$ cat src/rtl/fedx_pkg.sv
// ---------------------------------------------------------------------------
// fedx_pkg: shared definitions for the flag/escape deframer
// Byte codes, length limits, the result record and the output queue size.
// ---------------------------------------------------------------------------
package fedx_pkg;

  localparam logic [7:0] FLAG_BYTE = 8'h7e;
  localparam logic [7:0] ESC_BYTE  = 8'h7d;
  localparam logic [7:0] ESC_FLAG  = 8'h02;
  localparam logic [7:0] ESC_ESC   = 8'h01;

  localparam int RAW_W = 11;
  localparam logic [RAW_W-1:0] MAX_RAW_LENGTH = 11'd1024;
  localparam logic [RAW_W-1:0] MIN_RAW_RESET  = 11'd12;

  localparam int QDEPTH = 4;
  localparam int QAW    = 2;
  localparam int QCW    = 3;

  typedef enum logic [1:0] {
    ST_OK       = 2'd0,
    ST_SHORT    = 2'd1,
    ST_CHECKSUM = 2'd2,
    ST_LONG     = 2'd3
  } fedx_status_t;

  typedef struct packed {
    logic [7:0]   data_byte;
    logic         data_valid;
    logic         frame_end;
    fedx_status_t frame_status;
    logic         run_last;
  } fedx_result_t;

  function automatic fedx_result_t mk_data(input logic [7:0] b);
    fedx_result_t r;
    r              = '0;
    r.data_byte    = b;
    r.data_valid   = 1'b1;
    r.frame_status = ST_OK;
    return r;
  endfunction

  function automatic fedx_result_t mk_end(input fedx_status_t st);
    fedx_result_t r;
    r              = '0;
    r.frame_end    = 1'b1;
    r.frame_status = st;
    return r;
  endfunction

endpackage

$ cat src/rtl/flag_escape_deframer_xor_check.sv
// ---------------------------------------------------------------------------
// flag_escape_deframer_xor_check: byte-stuffed frame deframer
// Strips 0x7e flags, undoes 0x7d escapes, holds back the check byte and
// reports each frame's status (ok, too short, checksum mismatch, too long).
// ---------------------------------------------------------------------------
//
//  channel  | direction | handshake            | payload
//  ---------+-----------+----------------------+---------------------------------
//  in_      | input     | in_valid / in_ready  | in_wire_byte[7:0]
//  out_     | output    | out_valid / out_ready| out_data_byte, out_data_valid,
//           |           |                      | out_frame_end, out_frame_status,
//           |           |                      | out_run_last
//  cfg_     | input     | cfg_valid / cfg_ready| cfg_min_raw_length[10:0]
//
//  One wire byte is accepted per cycle unless the input is back-pressured.
//  An accepted byte is held in the input register, decoded in a single
//  pass, and its zero, one or two results enter a four-entry result queue
//  whose head is offered on the output port. The output port drains one
//  result a cycle while out_ready is high, so bytes that yield two results
//  can fill it; the held byte stalls whenever the queue holds more
//  than two entries. Reset (synchronous, active low) empties the pipeline
//  and queue, leaves the deframer idle and sets the minimum length to 12.
//  cfg_ready is always high.
//
module flag_escape_deframer_xor_check (
  input  logic        clk,
  input  logic        rst_n,
  input  logic        in_valid,
  output logic        in_ready,
  input  logic [7:0]  in_wire_byte,
  output logic        out_valid,
  input  logic        out_ready,
  output logic [7:0]  out_data_byte,
  output logic        out_data_valid,
  output logic        out_frame_end,
  output logic [1:0]  out_frame_status,
  output logic        out_run_last,
  input  logic        cfg_valid,
  output logic        cfg_ready,
  input  logic [10:0] cfg_min_raw_length
);
  import fedx_pkg::*;

  // configuration
  logic [RAW_W-1:0] min_len_r;

  // input register
  logic       s0_valid_r;
  logic [7:0] s0_byte_r;
  logic       s0_fire;

  // deframer state
  logic             in_frame_r, in_frame_nxt;
  logic             esc_r, esc_nxt;
  logic             hold_v_r, hold_v_nxt;
  logic [7:0]       hold_b_r, hold_b_nxt;
  logic [7:0]       xor_r, xor_nxt;
  logic [RAW_W-1:0] cnt_r, cnt_nxt;

  // decode scratch
  logic             do_p1, do_p2;
  logic [7:0]       p1_byte, p2_byte;
  logic             is_close;
  logic [RAW_W-1:0] cnt_inc;
  fedx_status_t     status;
  logic [1:0]       n_res;
  fedx_result_t     res0, res1;

  // queue
  fedx_result_t   q_head;
  logic           q_not_empty;
  logic [QCW-1:0] q_fill;
  logic [1:0]     push_cnt;
  logic           q_pop;

  // ---- configuration port: always ready; the user must have it written only while idle, unchecked ----
  assign cfg_ready = 1'b1;

  always_ff @(posedge clk) begin
    if (!rst_n) begin
      min_len_r <= MIN_RAW_RESET;
    end else if (cfg_valid) begin
      min_len_r <= cfg_min_raw_length;
    end
  end

  // ---- input register: advance when the queue has room for two results ----
  assign s0_fire  = s0_valid_r && (q_fill <= QCW'(QDEPTH - 2));
  assign in_ready = !s0_valid_r || s0_fire;

  always_ff @(posedge clk) begin
    if (!rst_n) begin
      s0_valid_r <= 1'b0;
    end else if (in_ready) begin
      s0_valid_r <= in_valid;
    end
  end

  always_ff @(posedge clk) begin
    if (in_ready && in_valid) begin
      s0_byte_r <= in_wire_byte;
    end
  end

  // ---- single-pass decode ----
  always_comb begin
    in_frame_nxt = in_frame_r;
    esc_nxt      = esc_r;
    hold_v_nxt   = hold_v_r;
    hold_b_nxt   = hold_b_r;
    xor_nxt      = xor_r;
    cnt_nxt      = cnt_r;
    do_p1        = 1'b0;
    do_p2        = 1'b0;
    p1_byte      = ESC_BYTE;
    p2_byte      = s0_byte_r;
    is_close     = 1'b0;
    status       = ST_OK;
    n_res        = 2'd0;
    res0         = '0;
    res1         = '0;
    cnt_inc      = (cnt_r < MAX_RAW_LENGTH) ? cnt_r + 11'd1 : cnt_r;

    if (!in_frame_r) begin
      // idle: only an opening flag matters, drop everything else
      if (s0_byte_r == FLAG_BYTE) begin
        in_frame_nxt = 1'b1;
        esc_nxt      = 1'b0;
        hold_v_nxt   = 1'b0;
        hold_b_nxt   = '0;
        xor_nxt      = '0;
        cnt_nxt      = 11'd1;
      end
    end else begin
      cnt_nxt = cnt_inc;
      if (s0_byte_r == FLAG_BYTE) begin
        // a dangling escape before the closing flag is literal
        is_close = 1'b1;
        do_p1    = esc_r;
        esc_nxt  = 1'b0;
      end else if (esc_r) begin
        esc_nxt = 1'b0;
        do_p1   = 1'b1;
        if (s0_byte_r == ESC_FLAG) begin
          p1_byte = FLAG_BYTE;
        end else if (s0_byte_r == ESC_ESC) begin
          p1_byte = ESC_BYTE;
        end else if (s0_byte_r == ESC_BYTE) begin
          esc_nxt = 1'b1;
        end else begin
          do_p2 = 1'b1;
        end
      end else if (s0_byte_r == ESC_BYTE) begin
        esc_nxt = 1'b1;
      end else begin
        do_p1   = 1'b1;
        p1_byte = s0_byte_r;
      end

      // push chain: each push releases the byte held back before it
      if (do_p1) begin
        if (hold_v_nxt) begin
          res0    = mk_data(hold_b_nxt);
          n_res   = 2'd1;
          xor_nxt = xor_nxt ^ hold_b_nxt;
        end
        hold_b_nxt = p1_byte;
        hold_v_nxt = 1'b1;
      end
      if (do_p2) begin
        // the first push always left a held byte
        if (n_res == 2'd0) begin
          res0 = mk_data(hold_b_nxt);
        end else begin
          res1 = mk_data(hold_b_nxt);
        end
        n_res      = n_res + 2'd1;
        xor_nxt    = xor_nxt ^ hold_b_nxt;
        hold_b_nxt = p2_byte;
        hold_v_nxt = 1'b1;
      end

      if (is_close) begin
        // priority: too short, then too long, then checksum
        if (cnt_inc < min_len_r) begin
          status = ST_SHORT;
        end else if (cnt_inc >= MAX_RAW_LENGTH) begin
          status = ST_LONG;
        end else if (!hold_v_nxt || (xor_nxt != hold_b_nxt)) begin
          status = ST_CHECKSUM;
        end else begin
          status = ST_OK;
        end
        if (n_res == 2'd0) begin
          res0 = mk_end(status);
        end else begin
          res1 = mk_end(status);
        end
        n_res        = n_res + 2'd1;
        in_frame_nxt = 1'b0;
        hold_v_nxt   = 1'b0;
        hold_b_nxt   = '0;
        xor_nxt      = '0;
        cnt_nxt      = '0;
      end
    end

    // mark the last result of this byte
    if (n_res == 2'd1) begin
      res0.run_last = 1'b1;
    end else if (n_res == 2'd2) begin
      res1.run_last = 1'b1;
    end
  end

  always_ff @(posedge clk) begin
    if (!rst_n) begin
      in_frame_r <= 1'b0;
      esc_r      <= 1'b0;
      hold_v_r   <= 1'b0;
      hold_b_r   <= '0;
      xor_r      <= '0;
      cnt_r      <= '0;
    end else if (s0_fire) begin
      in_frame_r <= in_frame_nxt;
      esc_r      <= esc_nxt;
      hold_v_r   <= hold_v_nxt;
      hold_b_r   <= hold_b_nxt;
      xor_r      <= xor_nxt;
      cnt_r      <= cnt_nxt;
    end
  end

  // ---- result queue and output port ----
  assign push_cnt = s0_fire ? n_res : 2'd0;
  assign q_pop    = q_not_empty && out_ready;

  fedx_outq u_outq (
    .clk       (clk),
    .rst_n     (rst_n),
    .push_cnt  (push_cnt),
    .push_res0 (res0),
    .push_res1 (res1),
    .pop       (q_pop),
    .head      (q_head),
    .not_empty (q_not_empty),
    .fill      (q_fill)
  );

  assign out_valid        = q_not_empty;
  assign out_data_byte    = q_head.data_byte;
  assign out_data_valid   = q_head.data_valid;
  assign out_frame_end    = q_head.frame_end;
  assign out_frame_status = q_head.frame_status;
  assign out_run_last     = q_head.run_last;

  // ---- assertions ----
  a_q_no_overflow: assert property (@(posedge clk) disable iff (!rst_n)
    q_fill <= QCW'(QDEPTH))
    else $error("result queue overfilled");

  a_idle_clean: assert property (@(posedge clk) disable iff (!rst_n)
    !in_frame_r |-> (!esc_r && !hold_v_r && (cnt_r == '0)))
    else $error("idle deframer carries frame state");

  a_cnt_bound: assert property (@(posedge clk) disable iff (!rst_n)
    cnt_r <= MAX_RAW_LENGTH)
    else $error("raw count beyond maximum");

  a_end_is_last: assert property (@(posedge clk) disable iff (!rst_n)
    (out_valid && out_frame_end) |-> (out_run_last && !out_data_valid))
    else $error("frame end not last result of its byte");

endmodule

$ cat src/rtl/fedx_outq.sv
// ---------------------------------------------------------------------------
// fedx_outq: result queue
// Small circular queue that takes up to two results a cycle and hands out one.
// ---------------------------------------------------------------------------
module fedx_outq (
  input  logic                 clk,
  input  logic                 rst_n,
  input  logic [1:0]           push_cnt,
  input  fedx_pkg::fedx_result_t push_res0,
  input  fedx_pkg::fedx_result_t push_res1,
  input  logic                 pop,
  output fedx_pkg::fedx_result_t head,
  output logic                 not_empty,
  output logic [fedx_pkg::QCW-1:0] fill
);
  import fedx_pkg::*;

  fedx_result_t   mem_r [QDEPTH];
  logic [QAW-1:0] wr_r, wr_nxt, wr1;
  logic [QAW-1:0] rd_r, rd_nxt;
  logic [QCW-1:0] count_r, count_nxt;

  assign wr1       = wr_r + 2'd1;
  assign wr_nxt    = wr_r + QAW'(push_cnt);
  assign rd_nxt    = rd_r + QAW'(pop);
  assign count_nxt = count_r + QCW'(push_cnt) - QCW'(pop);

  assign head      = mem_r[rd_r];
  assign not_empty = (count_r != '0);
  assign fill      = count_r;

  always_ff @(posedge clk) begin
    if (!rst_n) begin
      wr_r    <= '0;
      rd_r    <= '0;
      count_r <= '0;
    end else begin
      wr_r    <= wr_nxt;
      rd_r    <= rd_nxt;
      count_r <= count_nxt;
    end
  end

  // payload slots carry no reset
  always_ff @(posedge clk) begin
    if (push_cnt != 2'd0) begin
      mem_r[wr_r] <= push_res0;
    end
    if (push_cnt == 2'd2) begin
      mem_r[wr1] <= push_res1;
    end
  end

endmodule

$ cat config.mk
export PLATFORM = sky130hd
export DESIGN_NAME = flag_escape_deframer_xor_check
export DESIGN_NICKNAME = d
export VERILOG_FILES = /design/src/rtl/fedx_pkg.sv /design/src/rtl/flag_escape_deframer_xor_check.sv /design/src/rtl/fedx_outq.sv
export SDC_FILE = /design/constraint.sdc
export NUM_CORES = 1
export LEC_CHECK = 0
export BUFFER_PORTS_ARGS = -buffer_cell sky130_fd_sc_hd__buf_2
export CELL_PAD_IN_SITES_DETAIL_PLACEMENT = 1
export CELL_PAD_IN_SITES_GLOBAL_PLACEMENT = 2
export CORE_AREA = 2 2 134 136
export DETAILED_ROUTE_END_ITERATION = 12
export DIE_AREA = 0 0 136 138
export PLACE_DENSITY_LB_ADDON = 0.1
export SLEW_MARGIN = 20
export SYNTH_ARGS = -nofsm -noshare
export SYNTH_HDL_FRONTEND = slang
export SYNTH_SLANG_ARGS = --single-unit
$ cat constraint.sdc
create_clock -name clk -period 3.45 [get_ports clk]
set_input_delay 0.5175 -clock clk [delete_from_list [all_inputs] [get_ports clk]]
set_output_delay 0.5175 -clock clk [all_outputs]
set_load 0.02 [all_outputs]
## Word level (Yosys, flattened, before mapping)

Memory sizes are Yosys's and may differ from the RTL's. A register that Yosys moved wholly into a read port is not among the register bits.
Index checks and enable logic that the tools add are counted.

- Flip-flop bits (word level): 57
- Bits in writable memories: 52
- Bits of input ports: 24
- Logic and storage cells: 126
- Memories kept: 1

- Add/sub/neg operators: 8
- Magnitude comparators: 4
- Equal/unequal tests: 8
- Mux-type cells: 78
- Bitwise logic cells: 2
- Reductions and logical operators: 13

Memories:

| memory | words | width | rd ports | clocked after Yosys merged registers in | write ports | RTL line | RTL |
|---|---|---|---|---|---|---|---|
| u_outq.mem_r | 4 | 13 | 1 | 1 | 2 | fedx_outq.sv:18 | `fedx_result_t mem_r [QDEPTH];` |

Operator list:

| cell | number |
|---|---|
| 13-bit 2-to-1 mux | 12 |
| 8-bit 2-to-1 mux | 17 |
| 11-bit 2-to-1 mux | 4 |
| 1-bit 2-to-1 mux | 34 |
| 2-bit 2-to-1 mux | 11 |
| 8-bit by 7-bit == test with 1-bit output, second input constant | 2 |
| 8-bit bitwise XOR | 2 |
| 11-bit by 1-bit adder with 11-bit output, second input constant | 1 |
| 11-bit greater-or-equal comparator, second input constant | 1 |
| 11-bit less-than comparator | 1 |
| 11-bit less-than comparator, second input constant | 1 |
| 8-bit by 1-bit == test with 1-bit output, second input constant | 1 |
| 8-bit by 2-bit == test with 1-bit output, second input constant | 1 |
| 8-bit != test | 1 |
| 2-bit by 1-bit adder with 2-bit output, second input constant | 3 |
| 2-bit == test, second input constant | 2 |
| 2-bit logical NOT | 2 |
| 2-bit nonzero test | 2 |
| 3-bit by 2-bit adder with 3-bit output | 1 |
| 3-bit by 2-bit less-or-equal comparator with 1-bit output, second input constant | 1 |
| 1-bit logical AND | 3 |
| 3-bit nonzero test | 1 |
| 3-bit by 1-bit subtractor with 3-bit output | 1 |
| 2-bit by 1-bit adder with 2-bit output | 1 |
| other kinds (5) | 7 |

## Logic depth before layout (Yosys ltp)

Gate-level depths: netlist (run 1).

- Word-level depth: 20
- Depth in mapped cells: 15

## Hierarchy

A second synthesis (run 1) with hierarchy kept.

- Cells, all modules: 585
- Area, all modules: 6447.4 um^2

Modules (own cells, without submodules):

| module | instances | cells each | area an instance (um^2) | sequential area each (um^2) |
|---|---|---|---|---|
| flag_escape_deframer_xor_check | 1 | 419 | 3438.3 | 1081.0 |
| fedx_outq | 1 | 166 | 3009.1 | 1701.6 |

## Worst setup path before layout (run 1)

OpenSTA, ideal clock, no wires.

- Kind: register to register
- Start point: register s0_byte_r[1], in the netlist p2_byte[1]
- End point: register u_outq.count_r[2], in the netlist u_outq.fill[2]
- Setup time: 115 ps
- Arrival time: 3218 ps
- Required time: 3335 ps
- Path slack: 117 ps
- Stages on the path, launching flop included: 16
- Buffers on the path: 2
- Period minus slack after synthesis: 3333 ps
- Cells stage by stage: edfxtp_1 > buf_6 > xnor2_4 > or2_1 > o21a_1 > buf_4 > inv_2 > ha_1 > a21oi_1 > o211a_1 > inv_1 > ha_1 > fa_1 > xor2_1 > xnor2_1 > and2_1

- Longest elaborated chain between the ends: 16
- Elaborated cells between the ends (all ways): 26
- Classes of those cells: add/sub (4); eq/ne (4); mux (18)

RTL lines:

| item | RTL line | RTL |
|---|---|---|
| start: declaration | flag_escape_deframer_xor_check.sv:49 | `logic [7:0] s0_byte_r;` |
| start signal: assignment | flag_escape_deframer_xor_check.sv:101 | `s0_byte_r <= in_wire_byte;` |
| 8-bit by 7-bit == test with 1-bit output | flag_escape_deframer_xor_check.sv:148, flag_escape_deframer_xor_check.sv:153 |  |
| 1-bit 2-to-1 mux | flag_escape_deframer_xor_check.sv:148, flag_escape_deframer_xor_check.sv:153 |  |
| 1-bit 2-to-1 mux | flag_escape_deframer_xor_check.sv:141 | `end else if (esc_r) begin` |
| 1-bit 2-to-1 mux | flag_escape_deframer_xor_check.sv:136 | `if (s0_byte_r == FLAG_BYTE) begin` |
| 1-bit 2-to-1 mux | flag_escape_deframer_xor_check.sv:124 | `if (!in_frame_r) begin` |
| 1-bit 2-to-1 mux | flag_escape_deframer_xor_check.sv:161 | `if (do_p1) begin` |
| 2-bit 2-to-1 mux | flag_escape_deframer_xor_check.sv:124 |  |
| 2-bit by 1-bit adder with 2-bit output | flag_escape_deframer_xor_check.sv:177 | `n_res = n_res + 2'd1;` |
| 2-bit 2-to-1 mux | flag_escape_deframer_xor_check.sv:170 | `if (do_p2) begin` |
| 2-bit 2-to-1 mux | flag_escape_deframer_xor_check.sv:124 |  |
| 2-bit by 1-bit adder with 2-bit output | flag_escape_deframer_xor_check.sv:199 | `n_res = n_res + 2'd1;` |
| 2-bit 2-to-1 mux * | flag_escape_deframer_xor_check.sv:183 | `if (is_close) begin` |
| 2-bit 2-to-1 mux * | flag_escape_deframer_xor_check.sv:124 |  |
| 2-bit 2-to-1 mux * | flag_escape_deframer_xor_check.sv:235 | `assign push_cnt = s0_fire ? n_res : 2'd0;` |
| 3-bit by 2-bit adder with 3-bit output * | fedx_outq.sv:26 | `assign count_nxt = count_r + QCW'(push_cnt) - QCW'(pop);` |
| 3-bit by 1-bit subtractor with 3-bit output * | fedx_outq.sv:26 |  |
| end signal: assignment | fedx_outq.sv:40 | `count_r <= count_nxt;` |
| end: declaration | fedx_outq.sv:21 | `logic [QCW-1:0] count_r, count_nxt;` |

Mark *: on every way between the ends. The rest lies on a longest branch, timed or not. The select of a mux whose other input is x is not followed.
A chain may end at the register's enable or synchronous reset.

## Final worst setup path (run 1)

- Start point: register s0_byte_r[4], in the netlist p2_byte[4]
- End point: register u_outq.count_r[2], in the netlist u_outq.fill[2]

Same word-level chain as after synthesis.

==> summary.txt, run 1 <==
Status
  – Status: completed

Floorplanning
  – Die X-Extent: 136 um
  – Die area: roughly 19000 um^2
  – Site row count: 49
  – Core ar.: 17530 um^2
  – Starting Density: 34.79%
  – Die H: between 100 and 150 um
  – Ports: 40

Cells and area
  – Ant. Diodes: 0
  – Share of cells above drive strength 1: 21.52%
  – Fillers: 1998
  – Multi-input gate area: 3023 um^2
  – Reg area: about 2800 um^2
  – Cell Count, Final, Fillers Out: 889
  – Layout Nets: approximately 700
  – Area Overhead vs Synth: 15.55%

STA
  – Setup TNS: 0 ns
  – Worst-Margin Slew: between 0.7 and 0.8 ns
  – Clock skew: 0.008456 ns
  – Final hold viol count: 0
  – Hold_ws: ~0.32 ns
  – Achievable Freq: slightly above 300 MHz
  – Final setup fails: 0
  – Setup ws final: 0.1803 ns
  – Slew Limit Fails: 0
  – Tcrit/Tclk final: between 90 and 100%
  – Final min period: 3.270 ns
  – Worst slew margin: between 40% and 50%

GRT
  – Number of global-route vias before repair: 4945
  – Initial antenna violation count: 0
  – Largest net degree at the start of global routing: 50
  – Overflow after GRT: 0
  – GRT Util Overall: 18.10%
  – First-pass GRT wire length: around 26 mm

Synth
  – Post-synthesis sequential area ratio: 45.62%
  – Synth top area cells: edfxtp_1, dfxtp_1, mux4_2
  – Post-synth top flop: edfxtp_1
  – Post-Syn Nets: between 600 and 700
  – Async SR Flop Fraction: 0%
  – Share of the synthesized area in the top cell type: 29.54%
  – Count of state elements after synthesis: 109
  – Gate Count Post-Synth: 593
  – Largest area contributor in the netlist: edfxtp_1
  – Area of the mapped netlist: a little over 6000 um^2
  – EDFF count, synth: 60
  – Syn_area_per_cell: a little over 10 um^2
  – Netlist cell types: 68
  – Commonest cells in the synthesized netlist: edfxtp_1, o21ai_0, dfxtp_1, nor2_1
  – Most numerous cell in the Yosys netlist: edfxtp_1
  – Synth Warn #: 0

Route
  – Via density: 5.200
  – DRC errors left: 0
  – Total Wirelength: 16.20 mm
  – Post-route ant nets: 0
  – DRT Pass-1 Iters: 4
  – Post-DR wirelength/cell: 18.22 um
  – Via count: 4623
  – Iter 0 DRT Violations: 300

Job
  – Maximum capacitance violations: 0

Clock network
  – CTS tree: yes
  – Clk Latency, worst-skew pair: 0.37 ns
  – H-tree depth: 3
  – CTS hold repair buffers: 0
  – CTS Buffer Depth: 2
  – CTS clk-pin slew, worst paths: approximately 0.080 ns
  – Root Driver: clkbuf_16
  – Clock sinks: 109
  – Inserted Clock Buffers: 9

Setup path
  – Worst EP required: 3.72 ns
  – Most frequent CP cell: ha_1
  – Crit path DAT: 3.54 ns
  – CP max stage delay: between 0.4 and 0.5 ns
  – RR Startpoint: p2_byte[4]
  – Worst-path fanout max: 5
  – Kind of critical path: flip-flop to flip-flop
  – Nature of the critical path startpoint: flip-flop
  – Crit-path cells: and4_1 -> mux2i_1 -> o21a_1 -> inv_2 -> ha_1 -> a21oi_1 -> o211a_1 -> inv_1 -> ha_1 -> fa_1 -> xor2_1 -> xnor2_1 -> and2_1
  – Critical Path Start: p2_byte[4]
  – CP Capture Type: flip-flop
  – Slowest cell on the critical path: edfxtp_1

Power
  – Power Density: 430.2 nW/um^2
  – P_leak: 2.589 nW
  – VDD IR max: around 0.00025 V

Place
  – Pre-CTS setup slack: 0.1728 ns
  – Placed cells: 869
  – Detail Placement HPWL: approximately 12 mm
  – Routability Congestion: 0.7735
  – Input/output buffers: 38

Min path
  – Hold Crit Start: in_wire_byte[4]
  – Hold WC Path Type: input pin to flip-flop
[critical path: cells and delay by family (launching register included)]
family                   cells  cell delay, ns
adder cells (fa/ha/maj)      3            0.96
AO/OA/AOI/OAI                3            0.70
flip-flops                   1            0.47
AND/OR/NAND/NOR              2            0.40
XOR/XNOR                     2            0.28
multiplexers                 1            0.22
buffers and inverters        2            0.12
[final timing paths]
| check | endpoint | depth (start not counted) | slack [ns] |
|---|---|---|---|
| worst max-delay path | u_outq.fill[2] | 13 | 0.18 |
| worst min-delay path | p2_byte[4] | 1 | 0.32 |
| worst max register to register | u_outq.fill[2] | 13 | 0.18 |
| worst min register to register | hold_b_r[4] | 2 | 0.48 |
[kinds of logic after synthesis]
kind of cell / after synthesis / share of synthesized area, %
AOI/OAI and AO/OA: 144 / 15.65
xor gates and xnor gates: 29 / 4.472
adders and majority gates: 20 / 4.226
buffers and inverters: 69 / 5.046
DFF: 109 / 45.62
muxes: 30 / 7.713
other: 1 / 0.06148
and+or+nand+nor: 191 / 17.21
[power breakdown]
| group | internal [mW] | switching [mW] |
|---|---|---|
| combinational | 0.280 | 0.321 |
| clock | 0.496 | 0.501 |
| sequential | 1.40 | 0.0374 |
[routing by layer]
metal | up-vias | track usage [%] | wire length (um)
met5 | - | 0 | 0
met4 | 0 | 6.414 | 323
met3 | 26 | 3.227 | 538
met2 | 86 | 29.62 | 7793
met1 | 2233 | 23.95 | 7543
li1 | 2278 | - | -
[cell usage in the layout, fill, tap and decap left out, types with 4 or more instances in the layout]
master     Yosys  routed
xnor2_1       22      22
buf_4          2      49
mux4_2        13      13
o31ai_1        5       5
o211ai_1       5       5
and2_1        17      17
nand2_1       33      33
a311oi_1       5       5
clkbuf_16      0       9
dfxtp_1       49      49
mux2i_1       11      11
buf_2          8      38
a21boi_0       4       4
ha_1          19      19
a21oi_1       20      20
nor2b_1       33      33
inv_1         30      30
or3_1          5       5
edfxtp_1      60      60
nor3b_1        8       8
o21a_1         6       6
nor2_1        45      44
nand3_1       11      11
xor2_1         6       6
mux2_2         6       6
a22oi_1       16      16
a31oi_1        4       4
nor3_1        12      11
o21ai_0       55      55
[area by class of cell]
class                   count  share of cell area (%)
inverters                  33                   1.758
well taps                 229                   4.065
multi-input cells         415                   42.89
repair buffers             87                   7.918
clock inverters             6                  0.6391
clock buffers              10                   3.249
flip-flops and latches    109                   39.48
[sequential cells by signal, summed over array words and instances (netlist names)]
name	count
cnt_r	11
esc_r	1
hold_b_r	8
hold_v_r	1
in_frame_r	1
min_len_r	11
p2_byte	8
s0_valid_r	1
u_outq.fill	3
u_outq.mem_r	52
u_outq.rd_r	2
u_outq.wr_r	2
xor_r	8
[what timing repair did]
action | in CTS | in global routing
setup buffers | 0 | 4
resized for setup | 0 | 1
endpoints found under the setup margin | 0 | 7
[stage by stage]
stage               util (%)  instance area (um^2)  power, mW
floorplan                  -                  6100      1.895
global placement       38.41                  6735      2.065
detailed placement     38.43                  6738      2.080
CTS                    39.99                  7012      3.081
global route           40.20                  7048      3.182
finish                 40.20                  7048      3.032
No activity file was read; power rests on OpenSTA's default activity.
==> run 2, diff against run 1 <==
--- a/config.mk
+++ b/config.mk
@@ -5,12 +5,13 @@
 export SDC_FILE = /design/constraint.sdc
 export NUM_CORES = 1
 export LEC_CHECK = 0
+export ABC_AREA = 1
 export BUFFER_PORTS_ARGS = -buffer_cell sky130_fd_sc_hd__buf_2
 export CELL_PAD_IN_SITES_DETAIL_PLACEMENT = 1
 export CELL_PAD_IN_SITES_GLOBAL_PLACEMENT = 2
-export CORE_AREA = 2 2 134 136
+export CORE_AREA = 2 2 137 139
 export DETAILED_ROUTE_END_ITERATION = 12
-export DIE_AREA = 0 0 136 138
+export DIE_AREA = 0 0 139 141
 export PLACE_DENSITY_LB_ADDON = 0.1
 export SLEW_MARGIN = 20
 export SYNTH_ARGS = -nofsm -noshare
==> summary.txt, run 2 <==
STA
  – Slew Limit Fails: 0 (unchanged)
  – Final min period: 3.125 ns (-0.1451 ns)
  – Final hold viol count: 0 (unchanged)
  – Clock skew: 0.008291 ns (-0.0001654 ns)
  – Worst-Margin Slew: 0.9150 ns (+0.1336 ns)
  – Achievable Freq: 320.0 MHz (+4.6%)
  – Tcrit/Tclk final: 90.57% (-4.2 points)
  – Final setup fails: 0 (unchanged)
  – Worst slew margin: 38.77% (-9.1 points)
  – Setup TNS: 0 ns (unchanged)
  – Unrepaired setup endpoints after global routing: false

Place
  – Routability Congestion: 0.7738 (about the same)
  – Input/output buffers: 38 (unchanged)
  – Placed cells: 990 (+14%)
  – Detail Placement HPWL: 12.37 mm (+3.4%)

Cells and area
  – Cell Count, Final, Fillers Out: 1007 (+13%)
  – Ant. Diodes: 0 (unchanged)
  – Layout Nets: 812 (+16%)
  – Share of cells above drive strength 1: 14.75% (-6.8 points)
  – Fillers: 2236 (+12%)
  – Most frequent cells in the layout: nand2_1, nor2_1, o21ai_0, inv_1, edfxtp_1
  – Area Overhead vs Synth: 13.33%
  – Largest regs: u_outq.mem_r x52, cnt_r x11, min_len_r x11
  – Largest Register: u_outq.mem_r
  – Largest register FFs: 52 (unchanged)
  – Commonest non-fill, non-tap cell in the layout: nand2_1

Clock network
  – Root Driver: clkbuf_16
  – CTS clk-pin slew, worst paths: 0.08 ns (about the same)
  – Inserted Clock Buffers: 9 (unchanged)
  – Clk Latency, worst-skew pair: 0.36 ns (about the same)
  – Clock sinks: 109 (unchanged)
  – CTS Buffer Depth: 2 (unchanged)
  – CTS tree: yes
  – H-tree depth: 3 (unchanged)

Setup path
  – Kind of critical path: flip-flop to flip-flop
  – Nature of the critical path startpoint: flip-flop
  – CP Capture Type: flip-flop
  – Worst EP required: 3.70 ns (-0.02 ns)
  – Crit path DAT: 3.37 ns (-0.17 ns)
  – Worst-path fanout max: 6 (+1)
  – RR Startpoint: p2_byte[2]
  – Critical Path Start: p2_byte[2]

Route
  – Post-DR wirelength/cell: 15.70 um (-14%)
  – DRT Pass-1 Iters: 4 (unchanged)
  – Post-route ant nets: 0 (unchanged)
  – Total Wirelength: 15.81 mm (-2.4%)
  – Via count: 4813 (+4.1%)
  – DRC errors left: 0 (unchanged)
  – Iter 0 DRT Violations: 196 (-35%)
  – Via density: 4.780 (-8.1%)

Synth
  – Count of state elements after synthesis: 109 (unchanged)
  – Netlist cell types: 41 (-40%)
  – Post-synth top flop: edfxtp_1
  – Commonest cells in the synthesized netlist: nand2_1, nor2_1, o21ai_0, inv_1, edfxtp_1
  – Share of the synthesized area in the top cell type: 30.85% (+1.3 points)
  – Synth top area cells: edfxtp_1, dfxtp_1, nand2_1
  – Synth Warn #: 0 (unchanged)
  – EDFF count, synth: 60 (unchanged)
  – Post-synthesis sequential area ratio: 47.65% (+2.0 points)
  – Most numerous cell in the Yosys netlist: nand2_1
  – Syn_area_per_cell: 8.043 um^2 (-22%)
  – Area of the mapped netlist: 5839 um^2 (-4.3%)
  – Gate Count Post-Synth: 726 (+22%)
  – Async SR Flop Fraction: 0% (unchanged)
  – Post-Syn Nets: 770 (+21%)
  – Largest area contributor in the netlist: edfxtp_1

Power
  – Switching share of total power: 32.01% (+3.7 points)
  – Clock power frac: 31.7% (-1.2 points)
  – Switching power: 1.007 mW (+17%)
  – Combinational power share: 22.4% (+2.6 points)
  – P_leak: 2.780 nW (+7.4%)
  – VDD IR max: 0.0002336 V (-7.5%)
  – Power Density: 475.1 nW/um^2 (+10%)
  – Internal: 2.138 mW (-1.6%)
  – Sequential Power Share: 45.9% (-1.4 points)

Min path
  – Hold Crit Start: in_wire_byte[5]
  – Hold WC Path Type: input pin to flip-flop

GRT
  – First-pass GRT wire length: 26.56 mm (+1.7%)
  – Initial antenna violation count: 0 (unchanged)
  – GRT Util Overall: 17.07% (-1.0 points)
  – Number of global-route vias before repair: 5078 (+2.7%)
  – Largest net degree at the start of global routing: 30 (-40%)
  – Overflow after GRT: 0 (unchanged)

Floorplanning
  – Core ar.: 18270 um^2 (+4.2%)
  – Die H: 141 um (+2.2%)
  – Die area: 19600 um^2 (+4.4%)
  – Starting Density: 31.97% (-2.8 points)
  – Ports: 40 (unchanged)
  – Die X-Extent: 139 um (+2.2%)
  – Site row count: 50 (+2.0%)

Job
  – Maximum capacitance violations: 0 (unchanged)

Status
  – Status: completed
## run 2: cell count changes in the layout (fill, tap and decap cells not counted), moves of 21 or more
cell / previous run / this run
a21oi_1: 20 / 51
buf_4: 49 / 12
inv_1: 30 / 71
nand2_1: 33 / 164
nor2_1: 44 / 88
nor2b_1: 33 / 0
o21ai_0: 55 / 76
## run 2: what timing repair did
action | CTS | global route
hold buffers | 0 | 0
resized for setup | 0 | 3
buffers inserted | 0 | 1
setup endpoints to repair | 0 | 52
## run 2: power groups by stage
stage	logic, mW	registers, mW	clock network [mW]
3_5_place_dp	0.725	1.47	0
4_1_cts	0.728	1.44	1.04
5_1_grt	0.810	1.45	1.09
3_3_place_gp	0.710	1.47	0
6_report	0.705	1.44	0.997
2_1_floorplan	0.518	1.46	0
## run 2: worst paths after layout
| check | endpoint | slack (ns) | depth (start not counted) |
|---|---|---|---|
| worst max-delay path | u_outq.fill[2] | 0.33 | 17 |
| worst min-delay path | p2_byte[5] | 0.33 | 1 |
| worst max register to register | u_outq.fill[2] | 0.33 | 17 |
| worst min register to register | min_len_r[3] | 0.47 | 2 |
## run 2: cell type report
| class | count | area [um^2] | share of cell area (%) |
|---|---|---|---|
| inverters | 87 | 326.6 | 4.935 |
| clock buffers | 9 | 225.2 | 3.403 |
| well taps | 234 | 292.8 | 4.424 |
| repair buffers | 53 | 314.1 | 4.746 |
| clock inverters | 7 | 48.80 | 0.7374 |
| flip-flops and latches | 109 | 2783 | 42.05 |
| multi-input cells | 508 | 2628 | 39.71 |
## run 2: critical path, stage by stage (launching register included)
cell and delay (ns):
edfxtp_1 0.42, or2_1 0.27, nor2_1 0.16, nand2_2 0.11, nand3_2 0.17, inv_1 0.16
ha_1 0.34, nand2_1 0.07, nand2_1 0.04, nor2_1 0.20, inv_1 0.09, nor2_1 0.15
ha_1 0.17, inv_1 0.05, fa_1 0.37, xor2_1 0.17, inv_1 0.06, nor2_1 0.03
## run 2: per-layer routing
layer	part of all wire (%)	up-vias	track usage (%)
li1	-	2472	-
met1	47	2288	21.75
met2	50	38	30.26
met3	1.5	15	2.174
met4	1.5	0	5.369
met5	0	-	0
## run 2: cell families after synthesis
family                   share of synthesized area (%)
AND/OR/NAND/NOR                                  21.77
AO/OA/AOI/OAI                                    15.75
buffers and inverters                            7.349
flip-flops                                       47.65
XOR/XNOR                                         3.000
adder cells (fa/ha/maj)                          4.414
other                                          0.06422
## run 2: metrics by stage
stage / power, mW / setup slack, ns / area (um^2) / util [%] / hold WS, ns
detailed placement: 2.198 / 0.2965 / 6325 / 34.62 / 0.4680
CTS: 3.208 / 0.2689 / 6599 / 36.12 / 0.3105
global route: 3.347 / 0.007282 / 6618 / 36.23 / 0.3140
floorplan: 1.977 / 0.1653 / 5839 / - / 0.4389
finish: 3.144 / 0.3254 / 6618 / 36.23 / 0.3302
global placement: 2.181 / 0.3906 / 6325 / 34.62 / 0.4646
==> run 3, diff against run 2 <==
--- a/config.mk
+++ b/config.mk
@@ -7,12 +7,9 @@
 export LEC_CHECK = 0
 export ABC_AREA = 1
 export BUFFER_PORTS_ARGS = -buffer_cell sky130_fd_sc_hd__buf_2
-export CELL_PAD_IN_SITES_DETAIL_PLACEMENT = 1
-export CELL_PAD_IN_SITES_GLOBAL_PLACEMENT = 2
-export CORE_AREA = 2 2 137 139
+export CORE_AREA = 2 2 117 119
 export DETAILED_ROUTE_END_ITERATION = 12
-export DIE_AREA = 0 0 139 141
-export PLACE_DENSITY_LB_ADDON = 0.1
+export DIE_AREA = 0 0 119 121
 export SLEW_MARGIN = 20
 export SYNTH_ARGS = -nofsm -noshare
 export SYNTH_HDL_FRONTEND = slang
==> summary.txt, run 3 (synthesis results as in run 2) <==
Clock network
  – Inserted Clock Buffers: 9 (unchanged)
  – Post-CTS Setup Bufs: 0 (unchanged)
  – H-tree depth: 3 (unchanged)
  – CTS tree: yes
  – CTS Buffer Depth: 2 (unchanged)
  – Root Driver: clkbuf_16
  – Post-cts resize count: 0 (unchanged)
  – CTS hold repair buffers: 0 (unchanged)
  – Clk Latency, worst-skew pair: 0.35 ns (about the same)
  – Clock sinks: 109 (unchanged)
  – CTS clk-pin slew, worst paths: 0.07 ns (about the same)

STA
  – Unrepaired setup endpoints after global routing: false
  – Setup TNS: 0 ns (unchanged)
  – Final hold viol count: 0 (unchanged)
  – Final min period: 3.071 ns (-0.05382 ns)
  – Achievable Freq: 325.7 MHz (+1.8%)
  – Slew Limit Fails: 0 (unchanged)
  – Clock skew: 0.006497 ns (-0.001794 ns)
  – Final setup fails: 0 (unchanged)
  – Worst slew margin: 41.74% (+3.0 points)
  – Worst-Margin Slew: 0.8707 ns (-0.04430 ns)
  – Tcrit/Tclk final: 89.01% (-1.6 points)
  – Setup ws final: 0.3792 ns (+0.05382 ns)

Cells and area
  – Commonest non-fill, non-tap cell in the layout: nand2_1
  – Area Overhead vs Synth: 12.04%
  – Layout Nets: 811 (-0.12%)
  – Most frequent cells in the layout: nand2_1, nor2_1, o21ai_0, inv_1, edfxtp_1
  – Largest regs: u_outq.mem_r x52, cnt_r x11, min_len_r x11
  – Largest register FFs: 52 (unchanged)
  – Ant. Diodes: 0 (unchanged)
  – Largest Register: u_outq.mem_r
  – Fillers: 1283 (-43%)
  – Share of cells above drive strength 1: 14.25% (-0.50 points)

GRT
  – First-pass GRT wire length: 21.96 mm (-17%)
  – Initial antenna violation count: 0 (unchanged)
  – GR Layer Usage met2: 32.18% (+1.9 points)
  – Number of global-route vias before repair: 4594 (-9.5%)
  – Largest net degree at the start of global routing: 33 (+10%)
  – Overflow after GRT: 0 (unchanged)
  – GRT Util Overall: 19.17% (+2.1 points)
  – Grt met1 use: 24.90% (+3.2 points)
  – Global routing's busiest layer: met2
  – Met3 track demand over resource: 4.135% (+2.0 points)

Route
  – Via density: 5.014 (+4.9%)
  – DRT Pass-1 Iters: 5 (+1)
  – Total Wirelength: 13.08 mm (-17%)
  – Iter 0 DRT Violations: 319 (+63%)
  – Post-route ant nets: 0 (unchanged)
  – Post-DR wirelength/cell: 13.80 um (-12%)
  – DRC errors left: 0 (unchanged)
  – Via count: 4753 (-1.2%)

Floorplanning
  – Core ar.: 13090 um^2 (-28%)
  – Ports: 40 (unchanged)
  – Die area: 14400 um^2 (-27%)
  – Die X-Extent: 119 um (-14%)
  – Starting Density: 44.63% (+13 points)
  – Die H: 121 um (-14%)
  – Site row count: 42 (-16%)

Setup path
  – Worst EP required: 3.68 ns (-0.02 ns)
  – Worst-path fanout max: 8 (+2)
  – Kind of critical path: flip-flop to flip-flop
  – Nature of the critical path startpoint: flip-flop
  – Crit path DAT: 3.30 ns (-0.07 ns)
  – R2R Setup Slk: 0.38 ns (+0.05 ns)
  – CP Capture Type: flip-flop

Job
  – Maximum capacitance violations: 0 (unchanged)

Place
  – Detail Placement HPWL: 9.833 mm (-20%)
  – Pre-CTS setup slack: 0.3643 ns (+0.06780 ns)
  – Routability Congestion: 0.9119 (+18%)
  – Input/output buffers: 38 (unchanged)

Power
  – Power, Total: 3.158 mW (+0.43%)
  – P_leak: 2.770 nW (-0.39%)
  – Power Density: 482.7 nW/um^2 (+1.6%)
  – VDD IR max: 0.0001852 V (-21%)

Status
  – Status: completed

Min path
  – Hold WC Path Type: input pin to flip-flop
==> run 3: area by class of cell <==
class / instances / area (um^2) / share of cell area (%)
well taps: 176 / 220.2 / 3.366
clock buffers: 10 / 229.0 / 3.500
clock inverters: 6 / 61.31 / 0.9371
repair buffers: 52 / 295.3 / 4.513
inverters: 87 / 326.6 / 4.991
flip-flops and latches: 109 / 2783 / 42.53
multi-input cells: 508 / 2628 / 40.16
==> run 3: routing by layer <==
metal,routed length [um],vias up
li1,-,2469
met1,6117,2153
met2,6236,118
met3,594,13
met4,131,0
met5,0,-
==> run 3: critical path, cell delays in order, from the launching register on <==
cell	delay [ns]
edfxtp_1	0.43
nand2_1	0.14
nor2_4	0.07
nand2_4	0.09
nand2_1	0.09
nand2_2	0.07
inv_2	0.07
nor2_4	0.13
inv_1	0.09
ha_1	0.22
nor2_2	0.15
inv_2	0.08
nand2_4	0.11
o21ai_2	0.08
nor2_2	0.09
inv_2	0.06
ha_1	0.29
fa_1	0.43
xor2_1	0.17
inv_1	0.06
nor2_1	0.03
==> run 3: final timing paths <==
check | from | end | cells after the start
setup / recovery | p2_byte[5] | u_outq.fill[2] | 20
hold / removal | in_wire_byte[4] | p2_byte[4] | 1
setup reg to reg | p2_byte[5] | u_outq.fill[2] | 20
hold reg to reg | min_len_r[7] | min_len_r[7] | 2
==> run 3: power by group <==
group	switching, mW	internal (mW)
combinational	0.451	0.238
clock	0.465	0.561
sequential	0.0367	1.41
==> run 3: through the flow <==
stage | hold slack, ns | utilization (%) | instances | instance area (um^2)
floorplan | 0.4389 | - | 726 | 5839
global placement | 0.4605 | 47.78 | 932 | 6252
detailed placement | 0.4631 | 47.78 | 932 | 6252
CTS | 0.3244 | 50.00 | 948 | 6543
global route | 0.3279 | 50.00 | 948 | 6543
finish | 0.3369 | 50.00 | 948 | 6543
